## src/hdl/smrs_pkg.sv

```systemverilog
`timescale 1ns / 1ps
`default_nettype none
package smrs_pkg;

  localparam int MAX_ROWS = 64;
  localparam int MAX_COLS = 64;
  localparam int CAPACITY = 256;

  // positions and row starts; wide enough for the largest capacity
  localparam int PTR_W  = 17;
  localparam int ROW_W  = 6;
  localparam int COL_W  = 6;
  localparam int VAL_W  = 32;
  localparam int CFG_W  = 7;
  localparam int CIDX_W = 8;
  localparam int STAT_W = 2;
  localparam int HELD_W = 9;
  localparam int IN_W   = 48;
  localparam int OUT_W  = 48;

  localparam logic ACT_GET = 1'b0;
  localparam logic ACT_SET = 1'b1;

  localparam logic [STAT_W-1:0] STAT_OK    = 2'd0;
  localparam logic [STAT_W-1:0] STAT_RANGE = 2'd1;
  localparam logic [STAT_W-1:0] STAT_FULL  = 2'd2;

  localparam logic [CIDX_W-1:0] CFG_ROWS_IN_USE = 8'd0;
  localparam logic [CIDX_W-1:0] CFG_COLS_IN_USE = 8'd1;

  // lookup token walking the row-start chain
  typedef struct packed {
    logic             vld;
    logic [PTR_W-1:0] lo;
    logic [PTR_W-1:0] hi;
  } row_tok_t;

  // search key broadcast to the entry chain
  typedef struct packed {
    logic [COL_W-1:0] col;
    logic [PTR_W-1:0] lo;
    logic [PTR_W-1:0] hi;
  } scan_key_t;

  // search token walking the entry chain
  typedef struct packed {
    logic             vld;
    logic             found;
    logic             match;
    logic [PTR_W-1:0] pos;
    logic [VAL_W-1:0] val;
  } scan_tok_t;

  // update command for the entry chain
  typedef struct packed {
    logic             wr_en;
    logic             ins_en;
    logic [PTR_W-1:0] pos;
    logic [COL_W-1:0] col;
    logic [VAL_W-1:0] val;
  } ent_cmd_t;

endpackage
`default_nettype wire

```

## src/hdl/smrs_row_cell.sv

```systemverilog
`timescale 1ns / 1ps
`default_nettype none
// One row start; catches the row bounds as the lookup token passes.
module smrs_row_cell #(
  parameter int Idx = 0
) (
  input  wire logic                       clk_i,
  input  wire logic                       rst_ni,
  input  wire smrs_pkg::row_tok_t         tok_i,
  input  wire logic [smrs_pkg::ROW_W-1:0] row_i,
  input  wire logic                       bump_i,
  output smrs_pkg::row_tok_t              tok_o
);

  localparam logic [smrs_pkg::PTR_W-1:0] MyIdx = smrs_pkg::PTR_W'(Idx);

  logic [smrs_pkg::PTR_W-1:0] start_q;
  logic [smrs_pkg::PTR_W-1:0] row_x;
  smrs_pkg::row_tok_t         tok_d, tok_q;

  assign row_x = smrs_pkg::PTR_W'(row_i);

  always_comb begin
    tok_d = tok_i;
    if (MyIdx == row_x) tok_d.lo = start_q;
    if (MyIdx == row_x + smrs_pkg::PTR_W'(1)) tok_d.hi = start_q;
  end

  always_ff @(posedge clk_i or negedge rst_ni) begin
    if (!rst_ni) begin
      start_q <= '0;
      tok_q   <= '0;
    end else begin
      tok_q <= tok_d;
      if (bump_i && MyIdx > row_x) start_q <= start_q + smrs_pkg::PTR_W'(1);
    end
  end

  assign tok_o = tok_q;

endmodule
`default_nettype wire

```

## config.mk

```make
export PLATFORM = sky130hd
export DESIGN_NAME = smrs_row_cell
export DESIGN_NICKNAME = d
export VERILOG_FILES = /design/src/hdl/smrs_pkg.sv /design/src/hdl/smrs_row_cell.sv
export SDC_FILE = /design/constraint.sdc
export NUM_CORES = 1
export LEC_CHECK = 0
export ABC_AREA = 1
export BUFFER_PORTS_ARGS = -buffer_cell sky130_fd_sc_hd__buf_4
export CAP_MARGIN = 20
export CORE_UTILIZATION = 47
export CTS_CLUSTER_DIAMETER = 30
export CTS_CLUSTER_SIZE = 24
export DETAILED_ROUTE_END_ITERATION = 6
export GPL_TIMING_DRIVEN = 0
export PLACE_DENSITY = 0.89
export SETUP_SLACK_MARGIN = 0.2
export SYNTH_ARGS = -nofsm -noshare
export SYNTH_HDL_FRONTEND = slang
export SYNTH_SLANG_ARGS = --single-unit
```

## constraint.sdc

```tcl
create_clock -name clk_i -period 0.8 [get_ports clk_i]
set_input_delay 0.04 -clock clk_i [delete_from_list [all_inputs] [get_ports clk_i]]
set_output_delay 0.04 -clock clk_i [all_outputs]
set_load 0.02 [all_outputs]
```

==> out/metrics.cfg <==
[drt]
routed_via_density = 4.640
dr.pass1.iters = 4
wl_per_cell_um = 13.63
vias = 1341
drt-initial-drc-count = 63
drc = 0
wl_um = 3938
ant_nets = 0

[synthesis]
syn_inst = 145
syn_nets = 189
synthTopCellsByArea = dfrtp_1, clkbuf_1, nand2_1
synth_top_area_cell = dfrtp_1
synth.avg_cell_area_um2 = 12.13
ys_ff_latch = 52
synth.distinct_cells = 7
syn_area_um2 = 1759
ys.warnings.count = 0
ys_seq_area_share_pct = 73.97
yosysTopAreaCellShare_pct = 73.97

[critical_path]
cp_slowest_stage_delay_ns = 0.39
required_ns = 0.76
reg2reg_from = start_q[2]
slowest_stage = dfrtp_1
r2r_end = tok_o[19]
endpoint_kind = output pin
r2r_slack_ns = 0.11
crit_fanout = 1
cp.arrival_ns = 0.83
critPathKind = register to output pin
rr_worst_depth = 2
path_delay_family = flip-flops
cp_num_cells = 1
path_buf_inv = 1
crit_path_start_kind = register
crit_chain = buf_6

[global_routing]
overflow = 0
grt_max_degree = 53
track_usage_pct = 23.28
antenna_found_initial = 0
first_global_vias = 1459
grt_pass1_wl_um = 6796

[cells_and_area]
fillers = 194
drive_gt1_share_pct = 34.98
antennaDiodeCount = 0
layout.nets = 286
syn_to_final_growth_pct = 58.46
fin_util_pct = 80.38
fin_area_um2 = 2788

[clock_tree]
ctsHoldBuffers = 21
clock_path_buffers = 2
clockRootBuffer = clkbuf_8
clk_latency_ns = 0.30
cts_sinks = 52
cts_tree = built
cts_made_buffers = 5
cts_htree_levels = 2
clk_transition_reported_paths_ns = 0.09

[place]
place_congestion = 0.8139
placed_cell_area_um2 = 2267
place_worst_setup_slack_ns = -0.1694
portBuffers = 60

[timing]
finalHoldViolations = 66
fmax_mhz = 1147
finalSetupViolCount = 35
grt_setup_unrepaired = true
hold-worst-slack_ns = -0.2566
slew_headroom_pct = 59.72
slew_viol_final = 0
period_share_pct = 109.0
worstMarginPinSlew_ns = 0.6041
post-route-min-period_ns = 0.8718
finalClockSkew_ns = 0.007869
timing.final.ws_setup_ns = -0.07180

[die]
dieArea_um2 = 3992
pin_count = 79
initial_core_util_pct = 50.72
fp-row-count = 21
die_x_um = 63.18
die_y_um = 63.18
coreArea_um2 = 3468

[power]
max-vdd-ir-drop_v = 0.001467
finalPower_uw = 5265
p_leak_uw = 0.001379
power_density_nw_per_um2 = 1889

[outcome]
violations = hold timing, setup timing
status = finished with violations

[hold_path]
min_path_type = input pin to asynchronous set/reset pin

[job]
drv_cap = 0

[layer usage]
layer | up-vias | wire length (um) | global-route usage [%]
met2 | 58 | 2121 | 40.05
met5 | - | 0 | 0
met3 | 19 | 231 | 7.971
met4 | 0 | 175 | 14.77
met1 | 636 | 1409 | 24.07
li1 | 628 | - | -
[kinds of logic (layout without fill, tap and decap cells)]
| logic type | count (synthesis) | after routing | synth area share (%) |
|---|---|---|---|
| and+or+nand+nor | 55 | 55 | 16.22 |
| buffers and inverters | 38 | 136 | 9.815 |
| DFF | 52 | 52 | 73.97 |
[cell type report]
type,instances,area (um2),area share [%]
clock inverters,3,42.54,1.526
multi-input cells,55,285.3,10.23
clock buffers,5,68.82,2.469
plain buffers,38,172.7,6.194
flip-flops and latches,52,1301,46.68
repair buffers,90,859.6,30.83
well taps,46,57.56,2.065
[flip-flops by register name (all words and copies together) (netlist names)]
signal	flops
tok_o	35
start_q	17
[through the flow]
| stage | std cells | TNS (ns) |
|---|---|---|
| floorplan | 145 | 0 |
| global placement | 251 | -1.253 |
| finish | 289 | -1.913 |
| CTS | 289 | -2.054 |
| detailed placement | 251 | -1.509 |
| global route | 289 | -3.111 |
[layout by cell type (no fill, tap or decap)]
master,count
nand2_1,34
nor2_4,3
buf_6,39
nand3_4,1
dfrtp_1,52
dlygate4sd3_1,21
clkinvlp_4,1
bufinv_16,1
clkbuf_1,34
clkinv_2,1
nand4_1,17
clkbuf_8,5
buf_4,34
[worst max-delay path by stage]
stage	to	startpoint	slack, ns
after global placement	tok_o[24]	row_i[3]	-0.13
after detailed placement	tok_o[24]	row_i[0]	-0.17
after CTS	tok_o[1]	tok_o[1]	-0.08
final	tok_o[1]	tok_o[1]	-0.07
after global routing	tok_o[14]	tok_o[14]	-0.11
after floorplan	tok_o[23]	row_i[3]	0.07
[power breakdown]
group | switching (uW) | internal, uW
logic | 340 | 406
clock network | 833 | 925
registers | 42.0 | 2720
total | 1210 | 4050
[timing repair]
action,CTS,global route
setup buffers,9,0
endpoints found under the hold margin,87,66
gates resized for setup,35,0
pin swaps,23,3
setup endpoints to repair,53,61
[cell usage after synthesis]
cell type	count
nand2_1	34
nand3_4	1
nand4_1	17
clkbuf_1	34
dfrtp_1	52
nor2_4	3
buf_6	4
No activity file was read; power rests on OpenSTA's default activity.
