[config.mk]
export PLATFORM = sky130hd
export DESIGN_NAME = smrs_entry_cell
export DESIGN_NICKNAME = d
export VERILOG_FILES = /design/src/hdl/smrs_pkg.sv /design/src/hdl/smrs_entry_cell.sv
export SDC_FILE = /design/constraint.sdc
export NUM_CORES = 1
export LEC_CHECK = 0
export BUFFER_PORTS_ARGS = -buffer_cell sky130_fd_sc_hd__buf_2
export CAP_MARGIN = 0
export CORE_AREA = 3 3 108 110
export DETAILED_ROUTE_END_ITERATION = 6
export DIE_AREA = 0 0 111 113
export PLACE_DENSITY = 0.72
export RECOVER_POWER = 100
export SLEW_MARGIN = 10
export SYNTH_ARGS = -nofsm -noshare
export SYNTH_HDL_FRONTEND = slang
export SYNTH_SLANG_ARGS = --single-unit
[constraint.sdc]
create_clock -name clk_i -period 2.1 [get_ports clk_i]
set_input_delay 0.42 -clock clk_i [delete_from_list [all_inputs] [get_ports clk_i]]
set_output_delay 0.42 -clock clk_i [all_outputs]
set_load 0.02 [all_outputs]
[src/hdl/smrs_pkg.sv]
`timescale 1ns / 1ps
`default_nettype none
package smrs_pkg;

  localparam int MAX_ROWS = 64;
  localparam int MAX_COLS = 64;
  localparam int CAPACITY = 256;

  // positions and row starts; wide enough for the largest capacity
  localparam int PTR_W  = 17;
  localparam int ROW_W  = 6;
  localparam int COL_W  = 6;
  localparam int VAL_W  = 32;
  localparam int CFG_W  = 7;
  localparam int CIDX_W = 8;
  localparam int STAT_W = 2;
  localparam int HELD_W = 9;
  localparam int IN_W   = 48;
  localparam int OUT_W  = 48;

  localparam logic ACT_GET = 1'b0;
  localparam logic ACT_SET = 1'b1;

  localparam logic [STAT_W-1:0] STAT_OK    = 2'd0;
  localparam logic [STAT_W-1:0] STAT_RANGE = 2'd1;
  localparam logic [STAT_W-1:0] STAT_FULL  = 2'd2;

  localparam logic [CIDX_W-1:0] CFG_ROWS_IN_USE = 8'd0;
  localparam logic [CIDX_W-1:0] CFG_COLS_IN_USE = 8'd1;

  // lookup token walking the row-start chain
  typedef struct packed {
    logic             vld;
    logic [PTR_W-1:0] lo;
    logic [PTR_W-1:0] hi;
  } row_tok_t;

  // search key broadcast to the entry chain
  typedef struct packed {
    logic [COL_W-1:0] col;
    logic [PTR_W-1:0] lo;
    logic [PTR_W-1:0] hi;
  } scan_key_t;

  // search token walking the entry chain
  typedef struct packed {
    logic             vld;
    logic             found;
    logic             match;
    logic [PTR_W-1:0] pos;
    logic [VAL_W-1:0] val;
  } scan_tok_t;

  // update command for the entry chain
  typedef struct packed {
    logic             wr_en;
    logic             ins_en;
    logic [PTR_W-1:0] pos;
    logic [COL_W-1:0] col;
    logic [VAL_W-1:0] val;
  } ent_cmd_t;

endpackage
`default_nettype wire

[src/hdl/smrs_entry_cell.sv]
`timescale 1ns / 1ps
`default_nettype none
// One stored entry; checks the passing search token, shifts up on insert.
module smrs_entry_cell #(
  parameter int Idx = 0
) (
  input  wire logic                       clk_i,
  input  wire logic                       rst_ni,
  input  wire smrs_pkg::scan_tok_t        tok_i,
  input  wire smrs_pkg::scan_key_t        key_i,
  input  wire smrs_pkg::ent_cmd_t         cmd_i,
  input  wire logic [smrs_pkg::COL_W-1:0] prev_col_i,
  input  wire logic [smrs_pkg::VAL_W-1:0] prev_val_i,
  output smrs_pkg::scan_tok_t             tok_o,
  output logic [smrs_pkg::COL_W-1:0]      col_o,
  output logic [smrs_pkg::VAL_W-1:0]      val_o
);

  localparam logic [smrs_pkg::PTR_W-1:0] MyIdx = smrs_pkg::PTR_W'(Idx);

  logic [smrs_pkg::COL_W-1:0] col_q;
  logic [smrs_pkg::VAL_W-1:0] val_q;
  logic                       past_end;
  logic                       hit;
  smrs_pkg::scan_tok_t        tok_d, tok_q;

  // first slot of the row whose column is not below the key, or the row end
  assign past_end = MyIdx >= key_i.hi;
  assign hit = tok_i.vld && !tok_i.found &&
               (past_end || (MyIdx >= key_i.lo && col_q >= key_i.col));

  always_comb begin
    tok_d = tok_i;
    if (hit) begin
      tok_d.found = 1'b1;
      tok_d.pos   = MyIdx;
      tok_d.match = !past_end && (col_q == key_i.col);
      tok_d.val   = val_q;
    end
  end

  always_ff @(posedge clk_i or negedge rst_ni) begin
    if (!rst_ni) begin
      tok_q <= '0;
    end else begin
      tok_q <= tok_d;
    end
  end

  always_ff @(posedge clk_i) begin
    if (cmd_i.ins_en && MyIdx == cmd_i.pos) begin
      col_q <= cmd_i.col;
      val_q <= cmd_i.val;
    end else if (cmd_i.ins_en && MyIdx > cmd_i.pos) begin
      col_q <= prev_col_i;
      val_q <= prev_val_i;
    end else if (cmd_i.wr_en && MyIdx == cmd_i.pos) begin
      val_q <= cmd_i.val;
    end
  end

  assign tok_o = tok_q;
  assign col_o = col_q;
  assign val_o = val_q;

endmodule
`default_nettype wire

==> impl_metrics.yaml <==
drt:
  drt_iter0_markers: 64
  vias: 2652
  via_per_inst: 4.30
  drt_wl_total_um: 9630
  antenna_left: 0
  drcViolationCount: 0
  wl_per_cell_um: 15.6
  drt_pass1_iterations: 4
critical_path:
  worst_r2r_startpoint: "col_o[0]"
  end_kind: "flop"
  rr_endpoint: "tok_o[14]"
  r2r_setup_slack_ns: 0.04
  criticalPathCategory: "flop to flop"
  cp_max_fo: 8
  r2r_cells: 9
  cp_data_arrival_time_ns: 2.29
  crit_required_ns: 2.33
  startpoint: "col_o[0]"
  start_kind: "flop"
status:
  status: "finished with violations"
  violations: "capacitance limit, slew limit"
logic_synthesis:
  synth_commonest_cells: "dfrtp_1 (52), edfxtp_1 (38), clkbuf_1 (33), mux2_4 (32), and2_1 (18)"
  avgSynthCellArea_um2: 15.4
  synth_ff_type: "dfrtp_1"
  synthesis.nets: 430
  ys_ff_latch: 90
  netlist_area_um2: 3630
  synth_area_leader_cell: "dfrtp_1"
  synth_edf_count: 38
  yosys_warnings: 0
  synth_most_common_cell: "dfrtp_1"
  ys_seq_area_share_pct: 67.4
  synth_top_cells_by_area: "dfrtp_1 (36%), edfxtp_1 (31%), mux2_4 (13%)"
  synth_cells: 235
  yosys.area.top_type_share_pct: 35.9
  async_flop_share_pct: 57.8
  synth_cell_types: 25
grt:
  top_usage_layer: "met2"
  met1_usage_pct: 14.8
  antenna_found_initial: 0
  grt.met3_usage_pct: 4.87
  grt_max_degree: 33
  grt_pass1_wl_um: 14100
  grt_pass1_vias: 2992
  grt.total_usage_pct: 14.2
  met2_usage_pct: 25.4
  overflow: 0
cts:
  clock_path_buffers: 2
  cts_buffers: 9
  h-tree-depth: 3
  clock_latency_ns: 0.35
  cts_sinks: 90
  holdBufCountCts: 0
  cts_tree: "built"
  cts_root_buf: "clkbuf_8"
  path_clk_slew_ns: 0.09
timing:
  drv_slew: 27
  skew_ns: 0.0137
  fin_crit_ns: 2.06
  rsz0062_at_grt: "true"
  hold_viol: 0
  worst_pin_slew_ns: 1.50
  finalCritPeriodShare_pct: 97.9
  fmax_mhz: 486
  relSlewSlack_pct: -0.122
  setup_viol: 0
place:
  gp_congestion: 0.826
  dp_hpwl_um: 7340
  numPortBuffers: 246
finish:
  synthToLayoutAreaGrowth_pct: 44.7
  fin_util_pct: 48.6
  drive_gt1_share_pct: 48.6
  final_net_count: 667
  antennaDiodeCount: 0
hold_path:
  holdCritPathClass: "primary input to flop"
  worstHoldEndpoint: "tok_o[51]"
  hold_depth: 1
  worstHoldStart: "tok_i[51]"
power:
  powerDensity_nw_per_um2: 663
  vdd_drop_max_v: 0.000325
  leakage_nw: 2.44
  power_mw: 3.48
floorplan:
  coreArea_um2: 10800
  num_rows: 38
  boundaryPins: 279
  dieArea_um2: 12500
  die_y_um: 113
  initial_core_util_pct: 33.6
  die-width_um: 111
flow_run:
  cap_violations: 1
==> state kept, by name, indices dropped and copies added (netlist names) <==
register / count
val_o: 32
col_o: 6
tok_o: 52
==> critical path, cell delays in order (launching register included) <==
cell,delay [ns]
edfxtp_1,0.40
inv_1,0.11
ha_4,0.20
nand2b_4,0.14
a21oi_4,0.13
o221ai_2,0.15
a21oi_4,0.19
buf_12,0.16
buf_16,0.14
mux2_4,0.31
==> area by class of cell <==
type | count | area, um^2
multi-input cells | 101 | 1030
well taps | 140 | 175
clock inverters | 5 | 60.1
clock buffers | 11 | 141
fillers | 1000 | 5550
repair buffers | 264 | 1380
inverters | 6 | 22.5
flip-flops and latches | 90 | 2440
==> metal layers <==
metal	wire length [um]	share of wire [%]
met5	0	0
met4	214	2.2
met3	747	7.8
met2	5160	54
met1	3510	36
==> power breakdown <==
part / leakage, nW / switching, mW / internal, mW
registers: 0.947 / 0.0140 / 1.88
clock network: 0.105 / 0.609 / 0.594
logic: 1.39 / 0.182 / 0.194
total: 2.44 / 0.805 / 2.67
==> through the flow <==
step	std cells	setup TNS, ns	cell area (um^2)	setup slack [ns]	hold WS [ns]
after global placement	592	-3.12	4980	-0.0933	0.461
after floorplan	235	0	3630	0.0444	0.124
final	617	0	5250	0.0443	0.207
after global routing	617	-0.461	5250	-0.0365	0.180
after CTS	608	0	5190	0.00994	0.0674
after detailed placement	592	-4.79	4980	-0.146	0.469
==> how the worst max path moves through the flow <==
stage / end / slack, ns
4_1_cts: tok_o[14] / 0.01
3_3_place_gp: tok_o[14] / -0.09
2_1_floorplan: tok_o[0] / 0.04
5_1_grt: tok_o[49] / -0.04
6_report: tok_o[14] / 0.04
3_5_place_dp: tok_o[14] / -0.15
==> timing repair <==
item	CTS	global route
setup buffers	0	4
gates resized for setup	1	4
pin swaps	0	4
cloned	0	5
setup endpoints to repair	6	32
==> logic make-up (layout without fill, tap and decap cells) <==
family,count (synthesis),in the layout,synth area share [%]
flip-flops,90,90,67.4
AND/OR/NAND/NOR,48,48,8.07
buffers and inverters,44,286,5.42
multiplexers,38,38,15.1
AO/OA/AOI/OAI,9,9,1.97
adder cells (fa/ha/maj),6,6,2.07
==> layout by cell type, fill, tap and decap left out, drive strengths merged, types with 2 or more instances in the layout <==
master / synthesis / routed
nand4: 2 / 2
buf: 5 / 166
a21o: 2 / 2
a21oi: 4 / 4
edfxtp: 38 / 38
ha: 6 / 6
nand2b: 2 / 2
clkbuf: 33 / 109
dfrtp: 52 / 52
nor3: 3 / 3
inv: 6 / 10
nor4: 12 / 12
mux2: 38 / 38
nand2: 5 / 5
nor2: 4 / 4
and2: 18 / 18
Note: power is estimated with default switching activity, not from simulation.
